## config.mk

```make
export PLATFORM = sky130hd
export DESIGN_NAME = dpb_lateral
export DESIGN_NICKNAME = d
export VERILOG_FILES = /design/src/design/dpb_pkg.sv /design/src/design/dpb_lateral.sv
export SDC_FILE = /design/constraint.sdc
export NUM_CORES = 2
export LEC_CHECK = 0
export ABC_AREA = 1
export BUFFER_PORTS_ARGS = -buffer_cell sky130_fd_sc_hd__buf_2
export CAP_MARGIN = 10
export CORE_ASPECT_RATIO = 0.5
export CORE_MARGIN = 5
export CORE_UTILIZATION = 57
export CTS_BUF_LIST = sky130_fd_sc_hd__clkbuf_2
export DETAILED_ROUTE_END_ITERATION = 10
export HOLD_SLACK_MARGIN = 0.08
export PLACE_DENSITY = 0.84
export SLEW_MARGIN = 0
export SYNTH_ARGS = -nofsm -noshare
export SYNTH_HDL_FRONTEND = slang
export SYNTH_SLANG_ARGS = --single-unit
```

## constraint.sdc

```tcl
create_clock -name aclk -period 14.29 [get_ports aclk]
set_input_delay 0.7145 -clock aclk [delete_from_list [all_inputs] [get_ports aclk]]
set_output_delay 0.7145 -clock aclk [all_outputs]
set_load 0.01 [all_outputs]
```

## src/design/dpb_pkg.sv

```systemverilog
// ----------------------------------------------------------------------------
// dpb_pkg
// Shared types and constants for the depth pixel back-projection pipeline.
// ----------------------------------------------------------------------------
package dpb_pkg;

    localparam int COORD_BITS_DEF = 12;

    localparam int FIELD_W  = 12;
    localparam int DEPTH_W  = 16;
    localparam int COLOR_W  = 8;
    localparam int RECIP_W  = 24;
    localparam int HALF_W   = 12;
    localparam int Z_W      = 31;
    localparam int PT_W     = 32;
    localparam int CFG_W    = 24;
    localparam int IDX_W    = 3;

    localparam int S_DATA_W = 64;
    localparam int M_DATA_W = 120;

    localparam logic [IDX_W-1:0] REG_DEPTH_SCALE = 3'd0;
    localparam logic [IDX_W-1:0] REG_FOCAL_X     = 3'd1;
    localparam logic [IDX_W-1:0] REG_FOCAL_Y     = 3'd2;
    localparam logic [IDX_W-1:0] REG_CENTER_X    = 3'd3;
    localparam logic [IDX_W-1:0] REG_CENTER_Y    = 3'd4;

    localparam logic [RECIP_W-1:0] RECIP_RESET    = 24'd33554;
    localparam logic [FIELD_W-1:0] CENTER_X_RESET = 12'd300;
    localparam logic [FIELD_W-1:0] CENTER_Y_RESET = 12'd250;

    localparam logic [Z_W-1:0] Z_LIMIT = 31'h7FFF_FFFF;

    typedef struct packed {
        logic s1;
        logic s2;
        logic s3;
        logic s4;
    } stage_en_t;

endpackage

```

## src/design/dpb_lateral.sv

```systemverilog
// ----------------------------------------------------------------------------
// dpb_lateral
// Four-stage pipeline for one lateral coordinate: offset from the principal
// point, scaling by z, scaling by the focal reciprocal, rounding, saturation.
// ----------------------------------------------------------------------------
module dpb_lateral
    import dpb_pkg::*;
#(
    parameter int COORD_BITS = COORD_BITS_DEF
) (
    input  logic               aclk,
    input  stage_en_t          en,
    input  logic [FIELD_W-1:0] coord,
    input  logic [FIELD_W-1:0] center,
    input  logic [Z_W-1:0]     z_s1,
    input  logic [RECIP_W-1:0] recip,
    output logic [PT_W-1:0]    point
);

    localparam int CW    = COORD_BITS;
    localparam int P_W   = CW + Z_W;
    localparam int PP_W  = P_W + HALF_W;
    localparam int MAG_W = PP_W + 1 - HALF_W;

    logic [CW-1:0]    coord_m;
    logic [CW-1:0]    center_m;
    logic [CW-1:0]    dmag_reg, dmag_next;
    logic             neg1_reg, neg2_reg, neg3_reg;
    logic [P_W-1:0]   prod_reg, prod_next;
    logic [PP_W-1:0]  lo_reg, lo_next;
    logic [PP_W-1:0]  hi_reg, hi_next;
    logic [PP_W:0]    sum_lo;
    logic [PP_W:0]    sum_all;
    logic [MAG_W-1:0] mag;
    logic [MAG_W-1:0] mag_sat;
    logic [PT_W-1:0]  point_reg, point_next;

    always_comb begin
        coord_m  = CW'(coord);
        center_m = CW'(center);
        if (coord_m < center_m) begin
            dmag_next = center_m - coord_m;
        end else begin
            dmag_next = coord_m - center_m;
        end
    end

    assign prod_next = P_W'(dmag_reg) * P_W'(z_s1);
    assign lo_next   = PP_W'(prod_reg) * PP_W'(recip[HALF_W-1:0]);
    assign hi_next   = PP_W'(prod_reg) * PP_W'(recip[RECIP_W-1:HALF_W]);

    always_comb begin
        sum_lo  = {1'b0, lo_reg} + ((PP_W+1)'(1) << (RECIP_W - 1));
        sum_all = {1'b0, hi_reg} + (sum_lo >> HALF_W);
        mag     = sum_all[PP_W:HALF_W];
        if (neg3_reg) begin
            mag_sat = (mag > MAG_W'(64'h8000_0000)) ? MAG_W'(64'h8000_0000) : mag;
            point_next = PT_W'(0) - mag_sat[PT_W-1:0];
        end else begin
            mag_sat = (mag > MAG_W'(64'h7FFF_FFFF)) ? MAG_W'(64'h7FFF_FFFF) : mag;
            point_next = mag_sat[PT_W-1:0];
        end
    end

    always_ff @(posedge aclk) begin
        if (en.s1) begin
            dmag_reg <= dmag_next;
            neg1_reg <= (coord_m < center_m);
        end
        if (en.s2) begin
            prod_reg <= prod_next;
            neg2_reg <= neg1_reg;
        end
        if (en.s3) begin
            lo_reg   <= lo_next;
            hi_reg   <= hi_next;
            neg3_reg <= neg2_reg;
        end
        if (en.s4) begin
            point_reg <= point_next;
        end
    end

    assign point = point_reg;

endmodule

```

==> qor.yml <==
run_status:
  run_status: "finished clean"
floorplan:
  design.die.area_sq_um: 106000
  core-area_sq_um: 98000
  die_width_microns: 455
  placementRows: 81
  top_level_ports: 116
  floorplan.initialDensity_pct: 57.6
  die_h_microns: 232
sta:
  achievable-frequency_mhz: 138
  rsz_0062_raised_after_global_routing: "no"
  report.final.hold_viol_count: 0
  worst_slew_pin_slew_ns: 1.25
  finClkSkew_ns: 0.0935
  relSlewSlack_pct: 16.9
  period_needed_ns: 7.22
  timing.setup.tns_ns: 0
  slew_viol_final: 0
  layout_worst_path_cycle_share_pct: 50.5
  finalSetupViolations: 0
final_layout:
  final_nets: 8885
  area_growth_pct: 3.68
  flip_flop_count_of_the_largest_register_after_layout: 55
  post_route_cells_drive_above_1_share_pct: 3.30
  n_fill_cell: 8432
routing:
  routed_wire_length_per_instance_microns: 16.4
  number_of_iterations_in_the_first_detailed_routing_pass: 6
  first_iter_violations: 3713
  ant_nets: 0
  drt-total-wl_mm: 142
  detailroute.via_count: 46400
  remaining_drc_errors: 0
  routed_via_density: 5.33
logic_synthesis:
  yosys_most_used_dff: "edfxtp_1"
  synth-edff-count: 188
  yosysSeqAreaShare_pct: 10.0
  synthTopCellsByArea: "fa_1 39%, nand2_1 15%, inv_1 13%"
  synthDistinctLibCells: 59
  synthesis.nets: 8956
  synth_largest_type_area_fraction_pct: 39.4
  synth_largest_area_cell: "fa_1"
  netlist_area_sq_um: 56400
  postSynthAreaPerCell_sq_um: 7.60
  postSynthCellCount: 7424
  yosysWarnings: 0
  synth-seq-cells: 188
  synth_async_sr_flop_share_pct: 0
hold_path:
  timing.hold.worst_endpoint: "dmag_reg[2]$_DFFE_PP_"
  whs_path_depth: 4
  timing.hold.worst.start: "coord[1]"
  hold_path.class: "in -> reg"
clocking:
  cts-resized-gates: 0
  skew_pair_late_insertion_delay_ns: 1.17
  tritoncts: "built"
  cts_buffers: 17
  worst_setup_hold_path_clk_slew_ns: 0.38
  clk_path_buf_depth: 2
  root_buffer: "clkbuf_2"
  cts_htree_levels: 4
  sink_count_of_the_clock_tree: 188
grt:
  grt_max_degree: 75
  grt_antenna_before_repair: 13
  grt.total_usage_pct: 28.0
  global_route_wire_length_before_repair_mm: 239
  globalRoute.totalOverflow: 0
  grt_pass1_vias: 48400
worst_setup_path:
  setup.worst_path.class: "reg -> reg"
  largest_fanout_on_the_critical_path: 74
  critPathMaxStageDelay_ns: 0.57
  critPathRequiredTime_ns: 15.22
  critical_path_capture_point_type: "flop"
  crit_path_start_kind: "flop"
  r2r-start: "lo_reg[25]$_DFFE_PP_"
  crit_path_start: "lo_reg[25]$_DFFE_PP_"
  cp.arrival_ns: 8.16
  r2r_slack_ns: 7.07
  cell_at_the_slowest_stage_of_the_critical_path: "edfxtp_1"
  critical_path.most_common_cell: "nor2_1"
  r2r-end: "point[12]$_DFFE_PP_"
  worst_r2r_path_depth: 40
placement:
  portBuffers: 115
  gp_congestion: 0.973
  dpl.hpwl_mm: 114
job:
  drv_cap: 0
## what timing repair did
action	CTS	global route
hold buffers	25	0
hold endpoints to repair	95	0
setup buffers	0	0
## logic make-up after synthesis
kind of cell | after synthesis | share of synthesized area [%]
AO/OA/AOI/OAI | 551 | 5.66
adder cells (fa/ha/maj) | 1448 | 46.9
AND/OR/NAND/NOR | 2811 | 19.6
multiplexers | 6 | 0.106
buffers and inverters | 2243 | 15.0
XOR/XNOR | 177 | 2.79
flip-flops | 188 | 10.0
## cell usage after synthesis, types with 3 or more instances
library cell,count
nand2_1,2240
inv_1,1941
fa_1,1111
ha_1,337
nor2_1,314
clkbuf_1,280
a21oi_1,246
edfxtp_1,188
nand3_1,138
o21ai_0,133
xor2_1,105
xnor2_1,70
a31oi_1,33
nor3_1,33
nand4_1,32
o41ai_1,22
o21a_1,17
nand3b_1,15
o31ai_1,13
a21o_1,11
nor2_2,10
nor4_1,10
o21ai_1,10
o21bai_1,9
o211ai_1,8
o221ai_1,7
a21boi_0,6
a221oi_1,6
clkinv_1,6
inv_2,6
mux2i_1,6
o2111ai_1,5
o22ai_1,5
a22oi_1,4
and2_1,4
buf_6,4
nand2_2,4
a211oi_1,3
buf_4,3
nand3_2,3
o21ai_2,3
## routing by layer
metal / part of all wire [%] / global-route usage (%) / wire (microns)
met5: 0.074 / 0 / 105
met4: 2.4 / 6.94 / 3430
met3: 12 / 8.93 / 17300
met2: 46 / 45.7 / 64900
met1: 40 / 36.4 / 56700
## cells in the final DEF (no fill, tap or decap), drive strengths merged, types with 3 or more instances in the layout
master,netlist,layout
nand2,2245,2245
inv,1947,1954
fa,1111,1111
ha,337,337
nor2,324,324
a21oi,246,246
edfxtp,188,188
buf,10,175
o21ai,146,146
nand3,141,141
xor2,107,107
xnor2,70,70
nor3,33,33
a31oi,33,33
nand4,32,32
dlygate4sd3,0,25
o41ai,23,23
clkbuf,280,18
o21a,17,17
nand3b,15,15
o31ai,13,13
a21o,11,11
nor4,11,11
o21bai,9,9
clkinv,6,9
o211ai,8,8
a21boi,8,8
o221ai,7,7
a221oi,6,6
mux2i,6,6
diode,0,5
o2111ai,5,5
o22ai,5,5
and2,5,5
a22oi,4,4
a211oi,3,3
## area by class of cell
cell class / count / area (sq um) / area share [%]
Sequential cell: 188 / 5650 / 9.65
Antenna cell: 5 / 12.5 / 0.0214
Tap cell: 1328 / 1660 / 2.84
Multi-Input combinational cell: 4993 / 42300 / 72.3
Clock buffer: 18 / 90.1 / 0.154
Timing Repair Buffer: 200 / 1280 / 2.19
Inverter: 1953 / 7330 / 12.5
Clock inverter: 14 / 159 / 0.272
## critical path: cells and delay by family, from the launching register on
kind	cells	cell delay, ns
AO/OA/AOI/OAI	2	0.29
XOR/XNOR	1	0.16
flip-flops	1	0.57
AND/OR/NAND/NOR	32	4.53
buffers and inverters	3	0.68
adder cells (fa/ha/maj)	2	0.71
## worst max-delay path by stage
stage	to	slack, ns	cells past startpoint
after detailed placement	hi_reg[46]$_DFFE_PP_	7.08	22
after global placement	hi_reg[46]$_DFFE_PP_	7.27	22
final	point[12]$_DFFE_PP_	7.07	40
after global routing	point[12]$_DFFE_PP_	6.07	40
after CTS	point[28]$_DFFE_PP_	7.15	41
after floorplan	hi_reg[46]$_DFFE_PP_	8.00	23
## through the flow
step	cell area, sq um	hold slack (ns)	worst slack, ns	instances	util [%]
finish	58500	0.205	7.07	8699	59.7
global placement	58000	0.528	7.27	8637	59.2
global route	58500	0.122	6.07	8697	59.7
CTS	58500	0.0814	7.15	8694	59.7
detailed placement	58000	0.525	7.08	8637	59.2
floorplan	56400	0.400	8.00	7424	-
Power is left out: the tool's default activity adds up to more than one toggle a clock period on the data nets, which glitch-free logic cannot reach.
